## src/hw/rtl/kpc_pkg.sv

```systemverilog
// Shared constants, types and key decode for the key press classifier.
package kpc_pkg;

	localparam int ScanW   = 8;
	localparam int HeldW   = 5;
	localparam int RelW    = 3;
	localparam int LockW   = 4;
	localparam int BeepW   = 4;
	localparam int IndexW  = 3;
	localparam int CfgIdxW = 3;
	localparam int CfgW    = 5;

	localparam logic [ScanW-1:0] NO_KEY = 8'hFF;

	typedef enum logic [CfgIdxW-1:0] {
		CFG_ENABLE  = 3'd0,
		CFG_SHORT   = 3'd1,
		CFG_LONG    = 3'd2,
		CFG_RELEASE = 3'd3,
		CFG_LOCKOUT = 3'd4,
		CFG_BEEP    = 3'd5
	} cfg_idx_t;

	localparam logic             RST_ENABLE  = 1'b0;
	localparam logic [HeldW-1:0] RST_SHORT   = 5'd2;
	localparam logic [HeldW-1:0] RST_LONG    = 5'd20;
	localparam logic [RelW-1:0]  RST_RELEASE = 3'd2;
	localparam logic [LockW-1:0] RST_LOCKOUT = 4'd10;
	localparam logic [BeepW-1:0] RST_BEEP    = 4'd10;

	typedef struct packed {
		logic              hit;
		logic [IndexW-1:0] index;
	} key_dec_t;

	function automatic key_dec_t key_number(input logic [ScanW-1:0] pat);
		key_dec_t d;
		d.hit   = 1'b1;
		d.index = '0;
		case (pat)
			8'hEF: d.index = 3'd0;
			8'hDF: d.index = 3'd1;
			8'hBF: d.index = 3'd2;
			8'h7F: d.index = 3'd3;
			8'hFE: d.index = 3'd4;
			8'hFD: d.index = 3'd5;
			8'hFB: d.index = 3'd6;
			8'hF7: d.index = 3'd7;
			default: d.hit = 1'b0;
		endcase
		return d;
	endfunction

endpackage

```

## src/hw/rtl/key_press_classifier.sv

```systemverilog
// Top level: scan-period key press classifier with short/long detection and beep.
//
//  channel | handshake             | payload
//  --------+-----------------------+-------------------------------------------
//  in      | in_valid / in_ready   | scan_code
//  out     | out_valid / out_ready | key_event, key_index, long_press, beep
//  cfg     | cfg_we (no wait)      | cfg_index, cfg_data
//
// One beat per cycle unless out_ready stalls, via the input and the result register.
// State update is one short combinational step on the input register.
// Reset clears all counters and handshake valids and the config registers to defaults.
// A stalled result holds the input register; in_ready drops only when both are full.
module key_press_classifier (
	input  logic                         clk,
	input  logic                         arst_n,
	input  logic                         in_valid,
	output logic                         in_ready,
	input  logic [kpc_pkg::ScanW-1:0]    scan_code,
	output logic                         out_valid,
	input  logic                         out_ready,
	output logic                         key_event,
	output logic [kpc_pkg::IndexW-1:0]   key_index,
	output logic                         long_press,
	output logic                         beep,
	input  logic                         cfg_we,
	input  logic [kpc_pkg::CfgIdxW-1:0]  cfg_index,
	input  logic [kpc_pkg::CfgW-1:0]     cfg_data
);
	import kpc_pkg::*;

	logic             enable_q;
	logic [HeldW-1:0] short_q, long_q;
	logic [RelW-1:0]  release_q;
	logic [LockW-1:0] lockout_q;
	logic [BeepW-1:0] beep_per_q;

	logic [HeldW-1:0] held_q;
	logic [RelW-1:0]  rel_cnt_q;
	logic [ScanW-1:0] pattern_q;
	logic [LockW-1:0] lock_cnt_q;
	logic [BeepW-1:0] beep_cnt_q;
	logic             beep_lvl_q;

	logic              valid_s1;
	logic [ScanW-1:0]  scan_s1;
	logic              valid_s2;
	logic              event_s2;
	logic [IndexW-1:0] index_s2;
	logic              long_s2;
	logic              beep_s2;

	logic out_free, adv;

	assign out_free = !valid_s2 || out_ready;
	assign adv      = valid_s1 && out_free;
	assign in_ready = !valid_s1 || out_free;

	always_ff @(posedge clk or negedge arst_n) begin
		if (!arst_n) begin
			enable_q   <= RST_ENABLE;
			short_q    <= RST_SHORT;
			long_q     <= RST_LONG;
			release_q  <= RST_RELEASE;
			lockout_q  <= RST_LOCKOUT;
			beep_per_q <= RST_BEEP;
		end else if (cfg_we) begin
			case (cfg_idx_t'(cfg_index))
				CFG_ENABLE:  enable_q   <= cfg_data[0];
				CFG_SHORT:   short_q    <= cfg_data[HeldW-1:0];
				CFG_LONG:    long_q     <= cfg_data[HeldW-1:0];
				CFG_RELEASE: release_q  <= cfg_data[RelW-1:0];
				CFG_LOCKOUT: lockout_q  <= cfg_data[LockW-1:0];
				CFG_BEEP:    beep_per_q <= cfg_data[BeepW-1:0];
				default: ;
			endcase
		end
	end

	// one period of the classifier
	logic [ScanW-1:0]  scan;
	logic [HeldW:0]    held_inc;
	logic [RelW:0]     rel_inc;
	logic [RelW-1:0]   need;
	key_dec_t          dec;
	logic [HeldW-1:0]  held_d;
	logic [RelW-1:0]   rel_d;
	logic [ScanW-1:0]  pattern_d;
	logic [LockW-1:0]  lock_d;
	logic [BeepW-1:0]  beep_cnt_d;
	logic              beep_lvl_d;
	logic              ev_d;
	logic [IndexW-1:0] idx_d;
	logic              lng_d;

	always_comb begin
		scan       = enable_q ? scan_s1 : NO_KEY;
		held_d     = held_q;
		rel_d      = rel_cnt_q;
		pattern_d  = pattern_q;
		lock_d     = lock_cnt_q;
		ev_d       = 1'b0;
		idx_d      = '0;
		lng_d      = 1'b0;
		beep_lvl_d = (beep_cnt_q == BeepW'(1)) ? 1'b0 : beep_lvl_q;
		beep_cnt_d = (beep_cnt_q != '0) ? beep_cnt_q - BeepW'(1) : beep_cnt_q;
		held_inc   = {1'b0, held_q} + (HeldW+1)'(1);
		rel_inc    = {1'b0, rel_cnt_q} + (RelW+1)'(1);
		need       = (release_q != '0) ? release_q : RelW'(1);
		dec        = key_number(pattern_q);
		if (scan != NO_KEY) begin
			pattern_d = scan;
			rel_d     = '0;
			held_d    = (held_inc > {1'b0, long_q}) ? long_q : held_inc[HeldW-1:0];
		end else if (rel_inc >= {1'b0, need}) begin
			rel_d = need;
			if (lock_cnt_q != '0) begin
				lock_d = lock_cnt_q - LockW'(1);
				held_d = '0;
			end else if (held_q >= short_q) begin
				if (dec.hit) begin
					ev_d       = 1'b1;
					idx_d      = dec.index;
					lng_d      = (held_q == long_q);
					beep_lvl_d = (beep_per_q != '0);
					beep_cnt_d = beep_per_q;
					lock_d     = lockout_q;
				end
				held_d = '0;
			end
		end else begin
			rel_d = rel_inc[RelW-1:0];
		end
	end

	always_ff @(posedge clk or negedge arst_n) begin
		if (!arst_n) begin
			held_q     <= '0;
			rel_cnt_q  <= '0;
			pattern_q  <= '0;
			lock_cnt_q <= '0;
			beep_cnt_q <= '0;
			beep_lvl_q <= 1'b0;
		end else if (adv) begin
			held_q     <= held_d;
			rel_cnt_q  <= rel_d;
			pattern_q  <= pattern_d;
			lock_cnt_q <= lock_d;
			beep_cnt_q <= beep_cnt_d;
			beep_lvl_q <= beep_lvl_d;
		end
	end

	always_ff @(posedge clk or negedge arst_n) begin
		if (!arst_n) begin
			valid_s1 <= 1'b0;
			valid_s2 <= 1'b0;
		end else begin
			if (in_ready) valid_s1 <= in_valid;
			if (out_free) valid_s2 <= valid_s1;
		end
	end

	always_ff @(posedge clk) begin
		if (in_valid && in_ready) scan_s1 <= scan_code;
		if (adv) begin
			event_s2 <= ev_d;
			index_s2 <= idx_d;
			long_s2  <= lng_d;
			beep_s2  <= beep_lvl_d;
		end
	end

	assign out_valid  = valid_s2;
	assign key_event  = event_s2;
	assign key_index  = index_s2;
	assign long_press = long_s2;
	assign beep       = beep_s2;

endmodule

```

## config.mk

```make
export PLATFORM = sky130hd
export DESIGN_NAME = key_press_classifier
export DESIGN_NICKNAME = d
export VERILOG_FILES = /design/src/hw/rtl/kpc_pkg.sv /design/src/hw/rtl/key_press_classifier.sv
export SDC_FILE = /design/constraint.sdc
export NUM_CORES = 1
export LEC_CHECK = 0
export BUFFER_PORTS_ARGS = -buffer_cell sky130_fd_sc_hd__buf_4
export CAP_MARGIN = 20
export CELL_PAD_IN_SITES_DETAIL_PLACEMENT = 1
export CELL_PAD_IN_SITES_GLOBAL_PLACEMENT = 1
export CORE_AREA = 2 2 90 92
export DETAILED_ROUTE_END_ITERATION = 8
export DIE_AREA = 0 0 92 94
export PLACE_DENSITY = 0.89
export SYNTH_ARGS = -nofsm -noshare
export SYNTH_HDL_FRONTEND = slang
export SYNTH_SLANG_ARGS = --single-unit
```

## constraint.sdc

```tcl
create_clock -name clk -period 2.9 [get_ports clk]
set_input_delay 0.58 -clock clk [delete_from_list [all_inputs] [get_ports clk]]
set_output_delay 0.58 -clock clk [all_outputs]
set_load 0.005 [all_outputs]
```

==> flow_summary.toml <==
[synthesis]
synthArstFlopShare_pct = 77.8
synthCells = 345
synth_fp_nets = 385
synth_area_per_cell_sq_um = 10.2
yosys_most_used_dff = "dfrtp_1"
synth_edf_count = 14
ys_ff_latch = 63
yosysWarnings = 0
synth_cell_types = 57
syn_area_sq_um = 3530
seq_area_frac_synth_pct = 46.9

[clock_tree]
clockBufferDepth = 2
clkSinkCount = 63
cts_tree = "done"
root_buffer = "clkbuf_8"
post_cts_resize_count = 0
cts_setup_buffers = 0
htree_levels = 3
postCtsHoldBufs = 0
insertion_delay_ns = 0.35
path_clk_slew_ns = 0.08
cts_buffers = 9

[placed_design]
io_buffers = 28
gp_congestion = 0.874
dp_hpwl_um = 6630
place_ws_ns = 0.292

[sta]
worst_pin_slew_ns = 0.699
fin_ws_ns = 0.192
rsz0062_at_grt = "no"
finalSetupViolCount = 0
slew_headroom_pct = 53.2
drv_slew = 0
period_share_pct = 93.4
period_needed_ns = 2.71
final_hold_viol_count = 0
finalSetupTns_ns = 0
max_freq_ghz = 0.369
final.setup_skew_ns = 0.0162

[layout]
layout_common_cells = "dfrtp_1 (41), buf_4 (35), nand2_1 (30)"
drive_above_1_share_pct = 22.5
synthToLayoutAreaGrowth_pct = 14.0
mostFrequentLayoutCell = "dfrtp_1"
diodes = 0
nets = 418

[floorplan]
core_area_sq_um = 7610
die-area_sq_um = 8650
die_w_um = 92
initial_utilization_pct = 46.4
num_rows = 32
die_h_um = 94
top_level_ports = 29

[global_route]
groute.usage.overall_pct = 23.3
antenna_found_initial = 0
grt.overflow.total = 0
grt_max_degree = 50
grt_pass1_wl_um = 15600
first_global_vias = 3120

[critical_path]
start_kind = "flip-flop"
end_kind = "flip-flop"
cp_cell_sequence = "ha_1 -> xor2_1 -> ha_1 -> o21ai_0 -> o21ai_0 -> buf_4 -> nand3_1 -> nor2_2 -> nand3_1 -> a32o_1"
critical_path.slowest_cell = "dfrtp_1"
crit_fanout = 9
ff2ff_path_depth = 10
required_ns = 3.12
max_stage_delay_ns = 0.46
reg2reg_slack_ns = 0.19
cp_data_arrival_time_ns = 2.93
path_class = "reg2reg"
r2r_end = "lock_cnt_q[3]"
reg2reg_from = "rel_cnt_q[0]"

[route]
initialDrtViolationCount = 181
ant_nets = 0
routed_wl_um = 9350
avgRoutedWirePerCell_um = 19.3
first_pass_iters = 4
drc_errors = 0
vias = 2827
routed_via_density = 5.83

[pwr]
p_per_area_nw_per_um2 = 930
leakage_nw = 1.77
irDropWorstVdd_uv = 347

[run]
drv_cap = 0

[hold_path]
hp-class = "in2async"

[status]
status = "complete, no violations"
==> through the flow <==
stage / instance area (sq um) / cells / hold slack, ns / util, % / power [mW]
after floorplan: 3530 / 345 / 0.284 / - / 2.53
after global placement: 3830 / 469 / 0.476 / 50.4 / 2.83
after detailed placement: 3830 / 469 / 0.494 / 50.4 / 2.97
after CTS: 4020 / 485 / 0.276 / 52.8 / 3.73
after global routing: 4020 / 485 / 0.303 / 52.9 / 4.00
final: 4020 / 485 / 0.273 / 52.9 / 3.74
==> layout make-up <==
| cell class | instances | area (sq um) |
|---|---|---|
| fillers | 865 | 3580 |
| clock buffers | 13 | 169 |
| inverters | 27 | 101 |
| flip-flops and latches | 63 | 1660 |
| repair buffers | 35 | 263 |
| multi-input cells | 242 | 1690 |
| well taps | 102 | 128 |
| clock inverters | 3 | 17.5 |
==> flip-flops by register name, summed over array words and instances, names as in the netlist <==
| name | flops |
|---|---|
| beep | 1 |
| beep_cnt_q | 4 |
| beep_lvl_q | 1 |
| beep_per_q | 4 |
| enable_q | 1 |
| held_q | 5 |
| key_event | 1 |
| key_index | 3 |
| lock_cnt_q | 4 |
| lockout_q | 4 |
| long_press | 1 |
| long_q | 5 |
| out_valid | 1 |
| pattern_q | 8 |
| rel_cnt_q | 3 |
| release_q | 3 |
| scan_s1 | 8 |
| short_q | 5 |
| valid_s1 | 1 |
==> cells in the mapped netlist, types with 2 or more instances <==
cell type | count | share of area, %
xnor2_1 | 6 | 1.5
nor2b_1 | 5 | 0.89
dfrtp_1 | 41 | 29
nor3_1 | 10 | 1.4
a21o_1 | 2 | 0.43
nor3b_1 | 7 | 1.5
mux2i_1 | 2 | 0.57
o21ai_2 | 3 | 0.74
buf_6 | 3 | 0.96
a31oi_1 | 11 | 1.9
nor4_1 | 3 | 0.53
nand4_1 | 6 | 1.1
xor2_1 | 3 | 0.74
o2111ai_1 | 2 | 0.50
o211ai_1 | 2 | 0.43
nand2_1 | 30 | 3.2
or2_2 | 3 | 0.53
and3_1 | 5 | 0.89
and4b_1 | 2 | 0.57
a211oi_1 | 3 | 0.64
clkbuf_1 | 4 | 0.43
buf_4 | 3 | 0.64
o311ai_0 | 3 | 0.74
a221o_1 | 3 | 0.85
ha_1 | 19 | 6.7
dfstp_2 | 8 | 6.0
inv_1 | 27 | 2.9
edfxtp_1 | 14 | 12
nor2_1 | 17 | 1.8
a32oi_1 | 2 | 0.50
a21oi_1 | 18 | 2.6
buf_2 | 3 | 0.43
nand2b_1 | 4 | 0.71
and2_1 | 2 | 0.35
nand3_1 | 14 | 2.0
mux2_2 | 13 | 4.1
o21ai_0 | 20 | 2.8
o31ai_1 | 3 | 0.64
==> cell families (layout without fill, tap and decap cells) <==
family / Yosys count / after routing / synth area share, %
AO/OA/AOI/OAI: 83 / 83 / 16.2
XOR/XNOR: 10 / 10 / 2.69
adder cells (fa/ha/maj): 19 / 19 / 6.74
buffers and inverters: 40 / 78 / 5.32
flip-flops: 63 / 63 / 46.9
multiplexers: 15 / 15 / 4.71
AND/OR/NAND/NOR: 115 / 115 / 17.4
==> per-layer routing <==
layer	part of all wire (%)	track usage (%)	vias to the layer above
met2	52	42.6	66
met1	42	26.4	1420
met3	2.6	4.09	20
li1	-	-	1321
met5	0	0	-
met4	2.9	10.9	0
==> how the worst max path moves through the flow <==
stage	startpoint	end	slack, ns
6_report	rel_cnt_q[0]	lock_cnt_q[3]	0.19
5_1_grt	rel_cnt_q[0]	lock_cnt_q[3]	0.07
4_1_cts	rel_cnt_q[0]	lock_cnt_q[3]	0.18
3_5_place_dp	rel_cnt_q[0]	lock_cnt_q[3]	0.29
3_3_place_gp	held_q[0]	held_q[0]	0.47
2_1_floorplan	held_q[0]	held_q[0]	0.67
==> critical path: cells and delay by family, from the launching register on <==
family                     cells  cell delay, ns
AOI/OAI and AO/OA              3            0.61
xor gates and xnor gates       1            0.17
adders and majority gates      2            0.57
buffers and inverters          1            0.24
DFF                            1            0.46
and+or+nand+nor                3            0.53
==> power breakdown <==
group	switching, mW	internal (mW)
Clock	0.342	0.378
Sequential	0.302	1.16
Combinational	0.899	0.663
Total	1.54	2.20
No activity file was read; power rests on OpenSTA's default activity.
